$ cat src/hw/rtl/wxg_pkg.sv
// Shared types and constants for the write-xor-execute range guard.
`timescale 1ns / 1ps

package wxg_pkg;

    localparam int ADDR_W  = 64;
    localparam int SIZE_W  = 48;
    localparam int FLAGS_W = 32;
    localparam int CMD_W   = 2;
    localparam int CAUSE_W = 2;
    localparam int OUT_CNT_W = 6;

    // Command codes.
    localparam logic [CMD_W-1:0] CMD_ALLOC   = 2'd0;
    localparam logic [CMD_W-1:0] CMD_PROTECT = 2'd1;
    localparam logic [CMD_W-1:0] CMD_FREE    = 2'd2;

    // Deny causes.
    localparam logic [CAUSE_W-1:0] CAUSE_NONE    = 2'd0;
    localparam logic [CAUSE_W-1:0] CAUSE_WX_FLAG = 2'd1;
    localparam logic [CAUSE_W-1:0] CAUSE_PRIOR_W = 2'd2;
    localparam logic [CAUSE_W-1:0] CAUSE_OVERLAP = 2'd3;

    // Page protection bits.
    localparam logic [FLAGS_W-1:0] PROT_RW    = 32'h0000_0004;
    localparam logic [FLAGS_W-1:0] PROT_WC    = 32'h0000_0008;
    localparam logic [FLAGS_W-1:0] PROT_X     = 32'h0000_0010;
    localparam logic [FLAGS_W-1:0] PROT_XR    = 32'h0000_0020;
    localparam logic [FLAGS_W-1:0] PROT_XRW   = 32'h0000_0040;
    localparam logic [FLAGS_W-1:0] PROT_XWC   = 32'h0000_0080;
    localparam logic [FLAGS_W-1:0] PROT_WRITE = PROT_RW | PROT_WC | PROT_XRW | PROT_XWC;

    // What a request asks of the table as it walks the chain.
    typedef enum logic [1:0] {
        OP_NONE,
        OP_CHECK,
        OP_INSERT,
        OP_FREE
    } op_t;

    typedef enum logic [1:0] {
        ST_IDLE,
        ST_SWEEP,
        ST_HOLD
    } state_t;

    // Token handed from cell to cell.
    typedef struct packed {
        logic              active;
        op_t               op;
        logic [ADDR_W-1:0] addr;
        logic [ADDR_W-1:0] last;
        logic              ins_pending;
        logic              hit;
    } pkt_t;

endpackage

$ cat src/hw/rtl/wxg_cell.sv
// One table entry of the range guard with its stage of the request chain.
`timescale 1ns / 1ps

module wxg_cell #(
    parameter int CNT_W = 6
) (
    input  logic                aclk,
    input  logic                aresetn,
    input  wxg_pkg::pkt_t       pkt_in,
    input  logic [CNT_W-1:0]    rem_in,
    output wxg_pkg::pkt_t       pkt_out,
    output logic [CNT_W-1:0]    rem_out
);

    logic                       valid_reg, valid_next;
    logic [wxg_pkg::ADDR_W-1:0] base_reg, base_next;
    logic [wxg_pkg::ADDR_W-1:0] end_reg, end_next;
    wxg_pkg::pkt_t              pkt_reg, pkt_next;
    logic [CNT_W-1:0]           rem_reg, rem_next;

    logic hit_here;
    logic take_slot;
    logic drop;

    // Inclusive ends on both spans.
    assign hit_here = valid_reg &&
        ((pkt_in.addr >= base_reg && pkt_in.addr <= end_reg) ||
         (pkt_in.last >= base_reg && pkt_in.last <= end_reg) ||
         (pkt_in.addr <= base_reg && pkt_in.last >= end_reg));

    assign take_slot = pkt_in.active && (pkt_in.op == wxg_pkg::OP_INSERT) &&
                       pkt_in.ins_pending && !valid_reg;
    assign drop      = pkt_in.active && (pkt_in.op == wxg_pkg::OP_FREE) &&
                       valid_reg && (base_reg == pkt_in.addr);

    always_comb begin
        valid_next = valid_reg;
        base_next  = base_reg;
        end_next   = end_reg;
        if (take_slot) begin
            valid_next = 1'b1;
            base_next  = pkt_in.addr;
            end_next   = pkt_in.last;
        end else if (drop) begin
            valid_next = 1'b0;
        end
        pkt_next             = pkt_in;
        pkt_next.ins_pending = pkt_in.ins_pending & ~take_slot;
        pkt_next.hit         = pkt_in.hit |
                               (pkt_in.active && (pkt_in.op == wxg_pkg::OP_CHECK) && hit_here);
        rem_next             = rem_in + CNT_W'(drop);
    end

    always_ff @(posedge aclk) begin
        if (!aresetn) begin
            valid_reg <= 1'b0;
            pkt_reg   <= '0;
        end else begin
            valid_reg <= valid_next;
            pkt_reg   <= pkt_next;
        end
        base_reg <= base_next;
        end_reg  <= end_next;
        rem_reg  <= rem_next;
    end

    assign pkt_out = pkt_reg;
    assign rem_out = rem_reg;

endmodule

$ cat config.mk
export PLATFORM = sky130hd
export DESIGN_NAME = wxg_cell
export DESIGN_NICKNAME = d
export VERILOG_FILES = /design/src/hw/rtl/wxg_pkg.sv /design/src/hw/rtl/wxg_cell.sv
export SDC_FILE = /design/constraint.sdc
export NUM_CORES = 1
export LEC_CHECK = 0
export BUFFER_PORTS_ARGS = -buffer_cell sky130_fd_sc_hd__buf_4
export CAP_MARGIN = 25
export CORE_MARGIN = 3
export CORE_UTILIZATION = 50
export CTS_CLUSTER_DIAMETER = 30
export DETAILED_ROUTE_END_ITERATION = 10
export PLACE_DENSITY = 0.74
export SKIP_LAST_GASP = 1
export SYNTH_ARGS = -nofsm -noshare
export SYNTH_HDL_FRONTEND = slang
export SYNTH_SLANG_ARGS = --single-unit
export TNS_END_PERCENT = 100
$ cat constraint.sdc
create_clock -name aclk -period 12.5 [get_ports aclk]
set_input_delay 0.625 -clock aclk [delete_from_list [all_inputs] [get_ports aclk]]
set_output_delay 0.625 -clock aclk [all_outputs]
set_load 0.05 [all_outputs]
==> results of run 1 <==
[logic make-up after synthesis]
kind of cell | Yosys count
compound gates | 201
xor+xnor | 4
fa+ha+maj | 258
buf+inv | 148
flops | 268
simple gates | 348
[per-stage QoR]
step           instance area, um^2  utilization [%]
6_report                     18100             68.5
5_1_grt                      18100             68.5
4_1_cts                      18100             68.3
3_5_place_dp                 16200             61.0
3_3_place_gp                 16200             61.0
2_1_floorplan                13700                -
[worst paths after layout]
check | from | endpoint | slack [ns] | depth (start not counted)
worst max-delay path | base_reg[46] | rem_out[5] | 9.00 | 13
worst min-delay path | rem_in[5] | rem_out[5] | 0.26 | 2
worst max register to register | base_reg[46] | rem_out[5] | 9.00 | 13
worst min register to register | valid_reg | valid_reg | 0.57 | 2
[worst max-delay path, cell delays in order, from the launching register on]
cell      delay [ns]
edfxtp_1        0.32
inv_1           0.06
ha_1            0.31
nand4_1         0.19
nor4_1          0.74
nand4_1         0.27
nand3b_1        0.30
nor3_2          0.34
nand3_1         0.14
nor2_1          0.11
ha_1            0.17
and3_1          0.19
nand3_1         0.12
xnor2_1         0.13
[where the power goes]
group          switching, mW  internal [mW]
logic                  0.211          0.124
clock network          0.469           1.02
registers            0.00868          0.955
total                  0.689           2.10
[layout make-up]
type                            count  area [um^2]  area share [%]
Clock inverter                     31          345            1.90
Tap cell                          335          419            2.31
Timing Repair Buffer              282         2140            11.8
Multi-Input combinational cell    811         6490            35.8
Sequential cell                   268         6650            36.6
Inverter                          134          503            2.77
Clock buffer                       75         1600            8.80
[metal layers]
metal	wire [um]	global-route usage [%]	vias to the layer above
met3	2350	5.03	55
met1	15400	30.5	4961
li1	-	-	5097
met5	0	0	-
met4	789	6.86	0
met2	17200	40.6	346
[placed cells by master, fill, tap and decap left out, types with 4 or more instances in the layout]
cell / Yosys / routed
nand4_1: 32 / 32
bufinv_16: 0 / 6
and2_1: 131 / 131
dfxtp_1: 140 / 140
clkbuf_16: 0 / 59
o211ai_1: 4 / 4
clkinv_4: 0 / 4
a21oi_1: 100 / 100
a211oi_1: 13 / 13
and4_1: 17 / 17
nor2_1: 21 / 21
o21ai_0: 38 / 38
nand2b_1: 4 / 4
nand2_1: 79 / 79
nand3_1: 26 / 26
nor2b_1: 6 / 6
clkinv_2: 0 / 7
inv_6: 0 / 4
buf_4: 0 / 281
nor3_1: 5 / 4
a21o_1: 8 / 8
clkbuf_8: 0 / 6
edfxtp_1: 128 / 128
clkinvlp_4: 0 / 4
o21a_1: 4 / 4
nor4_1: 4 / 4
clkbuf_1: 14 / 10
ha_1: 258 / 258
a221oi_1: 14 / 14
inv_1: 134 / 134
==> results.sh, run 1 <==
export IMPL_clock_skew_ns=0.0240
export IMPL_hold_viol_final=0
export IMPL_track_usage_pct=23.7
export IMPL_synth_compound_area_share_pct=8.80
export IMPL_placement_rows=59
export IMPL_grt_pass1_vias=10700
export IMPL_largest_register_ffs=133
export IMPL_period_needed_ns=3.50
export IMPL_ys_types=55
export IMPL_grt_max_degree=136
export IMPL_p_per_area_nw_per_um2=153
export IMPL_post_place_ws_ns=8.74
export IMPL_die_y_um=171
export IMPL_cts_tree="built"
export IMPL_postCtsHoldBufs=0
export IMPL_synthTopCellsByArea="edfxtp_1 (28%), ha_1 (24%), dfxtp_1 (20%)"
export IMPL_die_area_um2=29400
export IMPL_antenna_cells=0
export IMPL_synth_fa_ha_area_share_pct=23.6
export IMPL_cp_max_fo=3
export IMPL_nets=1952
export IMPL_syn_nets=1626
export IMPL_die_w_um=171
export IMPL_power_mw=2.78
export IMPL_ant_nets=0
export IMPL_synth_xor_area_share_pct=0.256
export IMPL_rsz0062_at_grt="false"
export IMPL_overflow=0
export IMPL_grt_pass1_wl_um=55300
export IMPL_synth_mux_area_share_pct=0
export IMPL_synth_edf_count=128
export IMPL_critical_path_class="reg2reg"
export IMPL_antenna_found_initial=0
export IMPL_start_util_pct=51.7
export IMPL_hold_ws_ns=0.257
export IMPL_ys_warn_count=0
export IMPL_drive_gt1_share_pct=24.5
export IMPL_fmax_mhz=286
export IMPL_synthTopCellsByCount="ha_1 (258), dfxtp_1 (140), inv_1 (134)"
export IMPL_synth_most_common_cell="ha_1"
export IMPL_cts_buffers=56
export IMPL_setup_viol_count_final=0
export IMPL_drt_iter0_drc=723
export IMPL_synthSimpleGateAreaFrac_pct=14.8
export IMPL_drc=0
export IMPL_yosysTopAreaCell="edfxtp_1"
export IMPL_synthCells=1227
export IMPL_hp_class="in2reg"
export IMPL_root_buffer="clkbuf_16"
export IMPL_core_area_um2=26500
export IMPL_gp_congestion=0.852
export IMPL_cts_setup_buffers=0
export IMPL_dpl_hpwl_um=26800
export IMPL_outcome="finished, final reports clean"
export IMPL_slew_headroom_pct=38.2
export IMPL_cp_end_kind="flip-flop"
export IMPL_ys_seq_area_share_pct=48.5
export IMPL_clk_pin_slew_ns=0.05
export IMPL_io_buffers=279
export IMPL_drt_wirelength_per_cell_um=18.4
export IMPL_fin_cells=1936
export IMPL_area_growth_pct=32.5
export IMPL_drv_cap=0
export IMPL_peakVddDrop_mv=0.124
export IMPL_fillers=1991
export IMPL_drv_slew=0
export IMPL_num_io_pins=280
export IMPL_htreeDepth=2
export IMPL_syn_area_um2=13700
export IMPL_dr_pass1_iters=7
export IMPL_clk_insertion_delay_late_ns=0.56
export IMPL_cp_data_required_time_ns=12.94
export IMPL_synth_seq_cells=268
export IMPL_ys_flop_type="dfxtp_1"
export IMPL_vias_per_cell=5.40
export IMPL_ctsLongestPathBuffers=3
export IMPL_cts_resized=0
export IMPL_synth_avg_cell_area_um2=11.2
export IMPL_synth_top_family_by_area="adder cells"
export IMPL_critPathLaunchType="flip-flop"
export IMPL_period_share_pct=28.0
export IMPL_async_flop_share_pct=0
export IMPL_arrival_ns=3.94
export IMPL_synth_top_area_share_pct=28.1
export IMPL_tns_ns=0
export IMPL_placed_cells=1829
export IMPL_worst_pin_slew_ns=0.927
export IMPL_vias=10500
export IMPL_wl_um=35700
export IMPL_leakagePower_nw=8.52
export IMPL_clkSinkCount=268
export IMPL_fin_ws_ns=9.00
(Power assumes the default switching activity.)
==> inputs of run 2 (changes only) <==
--- a/config.mk
+++ b/config.mk
@@ -11,7 +11,7 @@
 export CORE_UTILIZATION = 50
 export CTS_CLUSTER_DIAMETER = 30
 export DETAILED_ROUTE_END_ITERATION = 10
-export PLACE_DENSITY = 0.74
+export PLACE_DENSITY = 0.77
 export SKIP_LAST_GASP = 1
 export SYNTH_ARGS = -nofsm -noshare
 export SYNTH_HDL_FRONTEND = slang
==> constraint.sdc (replaced) <==
create_clock -name aclk -period 2.8 [get_ports aclk]
set_input_delay 0.14 -clock aclk [delete_from_list [all_inputs] [get_ports aclk]]
set_output_delay 0.14 -clock aclk [all_outputs]
set_load 0.05 [all_outputs]
==> results.sh, run 2 (synthesis results as in run 1) <==
export IMPL_utilization_pct=76.9
export IMPL_worst_path_buf_inv=2
export IMPL_track_usage_pct=27.3
export IMPL_tns_ns=-0.820
export IMPL_nets=2143
export IMPL_clk_insertion_delay_late_ns=0.57
export IMPL_outcome="finished, violations left"
export IMPL_fin_ws_ns=-0.242
export IMPL_critical_path_endpoint="rem_out[5]"
export IMPL_root_buffer="clkbuf_16"
export IMPL_die_w_um=171
export IMPL_p_per_area_nw_per_um2=650
export IMPL_arrival_ns=3.49
export IMPL_critPathLaunchType="flip-flop"
export IMPL_die_y_um=171
export IMPL_hp_class="in2reg"
export IMPL_die_area_um2=29400
export IMPL_drt_wirelength_per_cell_um=20.0
export IMPL_drc=0
export IMPL_period_needed_ns=3.04
export IMPL_reg2reg_to="rem_out[5]"
export IMPL_clkSinkCount=268
export IMPL_hold_viol_final=0
export IMPL_antenna_found_initial=2
export IMPL_start_util_pct=51.7
export IMPL_cp_cell_sequence="inv_2, ha_4, nand4_1, nor4_4, buf_4, nand4_1, nand3b_1, nor3_4, nand3_2, nor2_4, ha_4, and3_4, nand3_4, xnor2_2"
export IMPL_clock_skew_ns=0.0167
export IMPL_wl_um=42700
export IMPL_cts_tree="built"
export IMPL_num_io_pins=280
export IMPL_drv_cap=0
export IMPL_clk_pin_slew_ns=0.05
export IMPL_cp_end_kind="flip-flop"
export IMPL_cp_slowest_cell="nor4_4"
export IMPL_io_buffers=279
export IMPL_gp_congestion=0.903
export IMPL_dr_pass1_iters=5
export IMPL_hold_ws_ns=0.130
export IMPL_r2r_slack_ns=-0.24
export IMPL_cp_top_family="simple AND/OR/NAND/NOR gates"
export IMPL_drv_slew=0
export IMPL_fmax_mhz=329
export IMPL_layout_common_cells="buf_4 (328), ha_1 (243), dlygate4sd3_1 (139), dfxtp_1 (139), and2_1 (131)"
export IMPL_grt_pass1_vias=12200
export IMPL_violations="setup timing"
export IMPL_largest_register_ffs=133
export IMPL_placement_rows=59
export IMPL_overflow=0
export IMPL_area_growth_pct=48.8
export IMPL_cp_startpoint="base_reg[40]"
export IMPL_worst_pin_slew_ns=0.756
export IMPL_layout_commonest_cell="buf_4"
export IMPL_cts_buffers=59
export IMPL_drive_gt1_share_pct=27.6
export IMPL_period_share_pct=109
export IMPL_power_mw=13.2
export IMPL_drt_iter0_drc=890
export IMPL_slew_headroom_pct=49.6
export IMPL_grt_max_degree=76
export IMPL_ctsLongestPathBuffers=3
export IMPL_core_area_um2=26500
export IMPL_critical_path_max_stage_delay_ns=0.37
export IMPL_whs_path_depth=2
export IMPL_timing_rr_start="base_reg[40]"
export IMPL_vias_per_cell=5.50
export IMPL_critical_path_class="reg2reg"
export IMPL_peakVddDrop_mv=0.668
export IMPL_grt_pass1_wl_um=63200
export IMPL_vias=11700
export IMPL_leakagePower_nw=9.44
export IMPL_rsz0062_at_grt="true"
export IMPL_worstRegToRegCells=14
export IMPL_cp_data_required_time_ns=3.25
export IMPL_ant_nets=0
export IMPL_setup_viol_count_final=6
export IMPL_htreeDepth=2
export IMPL_dpl_hpwl_um=27000
export IMPL_crit_cells=14
export IMPL_cp_max_fo=2
-- run 2: per-stage QoR --
stage	cell area [um^2]	std cells	setup slack, ns
2_1_floorplan	13700	1227	-1.05
3_3_place_gp	16500	1865	-0.130
3_5_place_dp	16500	1865	-0.419
4_1_cts	20200	2126	-0.102
5_1_grt	20400	2132	-0.346
6_report	20400	2132	-0.242
-- run 2: how the worst min path moves through the flow --
stage | start | end | slack [ns]
floorplan | rem_in[2] | rem_out[2] | 0.24
global placement | rem_in[5] | rem_out[5] | 0.33
detailed placement | rem_in[5] | rem_out[5] | 0.35
CTS | aresetn | pkt_out[78] | 0.11
global route | aresetn | pkt_out[78] | 0.14
finish | aresetn | pkt_out[78] | 0.13
-- run 2: layout make-up --
class | count | area (um^2)
diodes | 2 | 5.00
well taps | 335 | 419
repair buffers | 470 | 3900
fillers | 1527 | 6120
multi-input cells | 811 | 6790
clock inverters | 41 | 427
inverters | 134 | 503
flip-flops and latches | 268 | 6650
clock buffers | 71 | 1690
-- run 2: where the power goes --
part | internal, mW | switching (mW) | total, mW
clock | 4.74 | 2.44 | 7.18
sequential | 4.26 | 0.0441 | 4.30
combinational | 0.718 | 1.05 | 1.76
total | 9.72 | 3.53 | 13.2
-- run 2: what timing repair did --
item                                   in CTS  in global routing
gates resized for setup                    20                 28
endpoints found under the hold margin     268                  0
setup endpoints to repair                   7                  6
hold buffers                              139                  0
buffers inserted                           11                  7
pin swaps                                  14                 17
-- run 2: per-layer routing --
layer	global-route usage, %	vias up	share of wire, %
met4	7.73	0	2.6
met5	0	-	0
met1	33.0	5642	39
met3	5.13	106	6.8
li1	-	5487	-
met2	49.6	491	51
==> inputs of run 3 (changes only) <==
--- a/config.mk
+++ b/config.mk
@@ -11,7 +11,7 @@
 export CORE_UTILIZATION = 50
 export CTS_CLUSTER_DIAMETER = 30
 export DETAILED_ROUTE_END_ITERATION = 10
-export PLACE_DENSITY = 0.77
+export PLACE_DENSITY = 0.74
 export SKIP_LAST_GASP = 1
 export SYNTH_ARGS = -nofsm -noshare
 export SYNTH_HDL_FRONTEND = slang
==> constraint.sdc (replaced) <==
create_clock -name aclk -period 3.55 [get_ports aclk]
set_input_delay 0.1775 -clock aclk [delete_from_list [all_inputs] [get_ports aclk]]
set_output_delay 0.1775 -clock aclk [all_outputs]
set_load 0.05 [all_outputs]
==> results.sh, run 3 (synthesis results as in run 1) <==
export IMPL_outcome="finished, final reports clean"
export IMPL_critical_path_class="reg2reg"
export IMPL_fillers=1719
export IMPL_period_needed_ns=3.09
export IMPL_hold_viol_final=0
export IMPL_layout_common_cells="buf_4 (282), ha_1 (258), dfxtp_1 (139), dlygate4sd3_1 (138), inv_1 (134)"
export IMPL_drv_slew=0
export IMPL_dr_pass1_iters=7
export IMPL_clk_insertion_delay_late_ns=0.56
export IMPL_wl_um=38000
export IMPL_peakVddDrop_mv=0.385
export IMPL_post_place_ws_ns=0.269
export IMPL_critical_path_max_stage_delay_ns=0.52
export IMPL_antenna_found_initial=1
export IMPL_cp_max_fo=3
export IMPL_drc=0
export IMPL_cp_end_kind="flip-flop"
export IMPL_dpl_hpwl_um=26300
export IMPL_slew_headroom_pct=31.1
export IMPL_hp_class="in2reg"
export IMPL_drt_iter0_drc=597
export IMPL_placement_rows=59
export IMPL_grt_max_degree=80
export IMPL_largest_register_ffs=133
export IMPL_ctsLongestPathBuffers=3
export IMPL_drive_gt1_share_pct=23.2
export IMPL_root_buffer="clkbuf_16"
export IMPL_fin_ws_ns=0.458
export IMPL_top_layer="met4"
export IMPL_p_per_area_nw_per_um2=522
export IMPL_die_y_um=171
export IMPL_fmax_mhz=323
export IMPL_setup_viol_count_final=0
export IMPL_critPathLaunchType="flip-flop"
export IMPL_cp_slowest_cell="nor4_1"
export IMPL_worst_pin_slew_ns=1.03
export IMPL_clock_skew_ns=0.0257
export IMPL_cts_tree="built"
export IMPL_layout_commonest_cell="buf_4"
export IMPL_vias=11000
export IMPL_core_area_um2=26500
export IMPL_vias_per_cell=5.30
export IMPL_overflow=0
export IMPL_tns_ns=0
export IMPL_arrival_ns=3.54
export IMPL_area_growth_pct=43.6
export IMPL_gp_congestion=0.854
export IMPL_route_met3_wl_um=2080
export IMPL_cts_buffers=59
export IMPL_htreeDepth=2
export IMPL_cp_cell_sequence="inv_1, ha_1, nand4_1, nor4_1, nand4_1, nand3b_1, nor3_2, nand3_1, nor2_1, ha_1, and3_1, nand3_1, xnor2_1"
export IMPL_period_share_pct=87.1
export IMPL_die_w_um=171
export IMPL_track_usage_pct=25.2
export IMPL_grt_pass1_wl_um=58600
export IMPL_drt_wirelength_per_cell_um=18.3
export IMPL_num_io_pins=280
export IMPL_met1Wirelength_um=16400
export IMPL_nets=2093
export IMPL_cp_data_required_time_ns=4.00
export IMPL_clkSinkCount=268
export IMPL_die_area_um2=29400
export IMPL_io_buffers=279
export IMPL_ant_nets=0
export IMPL_leakagePower_nw=9.15
export IMPL_wl_met2_um=18300
export IMPL_drv_cap=0
export IMPL_clk_pin_slew_ns=0.05
export IMPL_grt_pass1_vias=11500
export IMPL_cts_setup_buffers=0
export IMPL_rsz0062_at_grt="false"
export IMPL_start_util_pct=51.7
[run 3: cell count changes in the layout (fill, tap and decap cells not counted), sizes merged]
cell         previous run  this run
clkbuf                 71        74
clkinvlp                6         5
diode                   2         3
inv                   149       147
dlygate4sd3           139       138
clkinv                 16        13
buf                   331       282
bufinv                  4         5
[run 3: per-layer routing]
| metal | track usage [%] | vias up |
|---|---|---|
| met5 | 0 | - |
| met2 | 43.5 | 345 |
| met1 | 31.7 | 5204 |
| met3 | 4.64 | 95 |
| li1 | - | 5381 |
| met4 | 9.45 | 0 |
[run 3: final timing paths]
check                             startpoint          to  slack, ns  depth (start not counted)
worst min register to register     valid_reg   valid_reg       0.57                          2
worst min-delay path               pkt_in[0]  pkt_out[0]       0.07                          3
worst max register to register  base_reg[43]  rem_out[5]       0.46                         13
worst max-delay path            base_reg[43]  rem_out[5]       0.46                         13
[run 3: area by class of cell]
class                           count  area (um^2)  area share [%]
Antenna cell                        3         7.51          0.0382
Multi-Input combinational cell    811         6510            33.1
Inverter                          134          503            2.56
Sequential cell                   268         6650            33.8
Timing Repair Buffer              420         3500            17.8
Clock buffer                       74         1690            8.61
Tap cell                          335          419            2.13
Clock inverter                     36          380            1.94
[run 3: report_power, final]
group,switching [mW],total (mW),internal [mW]
clock,1.78,5.54,3.75
combinational,0.782,1.31,0.533
sequential,0.0321,3.40,3.36
total,2.60,10.2,7.65
[run 3: worst max-delay path: cells and delay by family (launching register included)]
kind | cells | cell delay [ns]
xor+xnor | 1 | 0.13
flops | 1 | 0.32
simple gates | 9 | 2.00
fa+ha+maj | 2 | 0.48
buf+inv | 1 | 0.05
[run 3: metrics by stage]
stage	hold WS, ns	instance area, um^2	cells	utilization, %	power, mW
after CTS	0.0417	19600	2078	74.1	10.3
after global routing	0.0585	19600	2079	74.1	10.6
final	0.0737	19700	2081	74.2	10.2
after global placement	0.372	16200	1830	61.1	4.59
after detailed placement	0.373	16200	1830	61.1	4.62
after floorplan	0.274	13700	1227	-	4.14
[run 3: what timing repair did]
item / CTS / global route
hold endpoints to repair: 267 / 0
endpoints found under the setup margin: 0 / 2
hold buffers: 138 / 0
gates resized for setup: 0 / 1
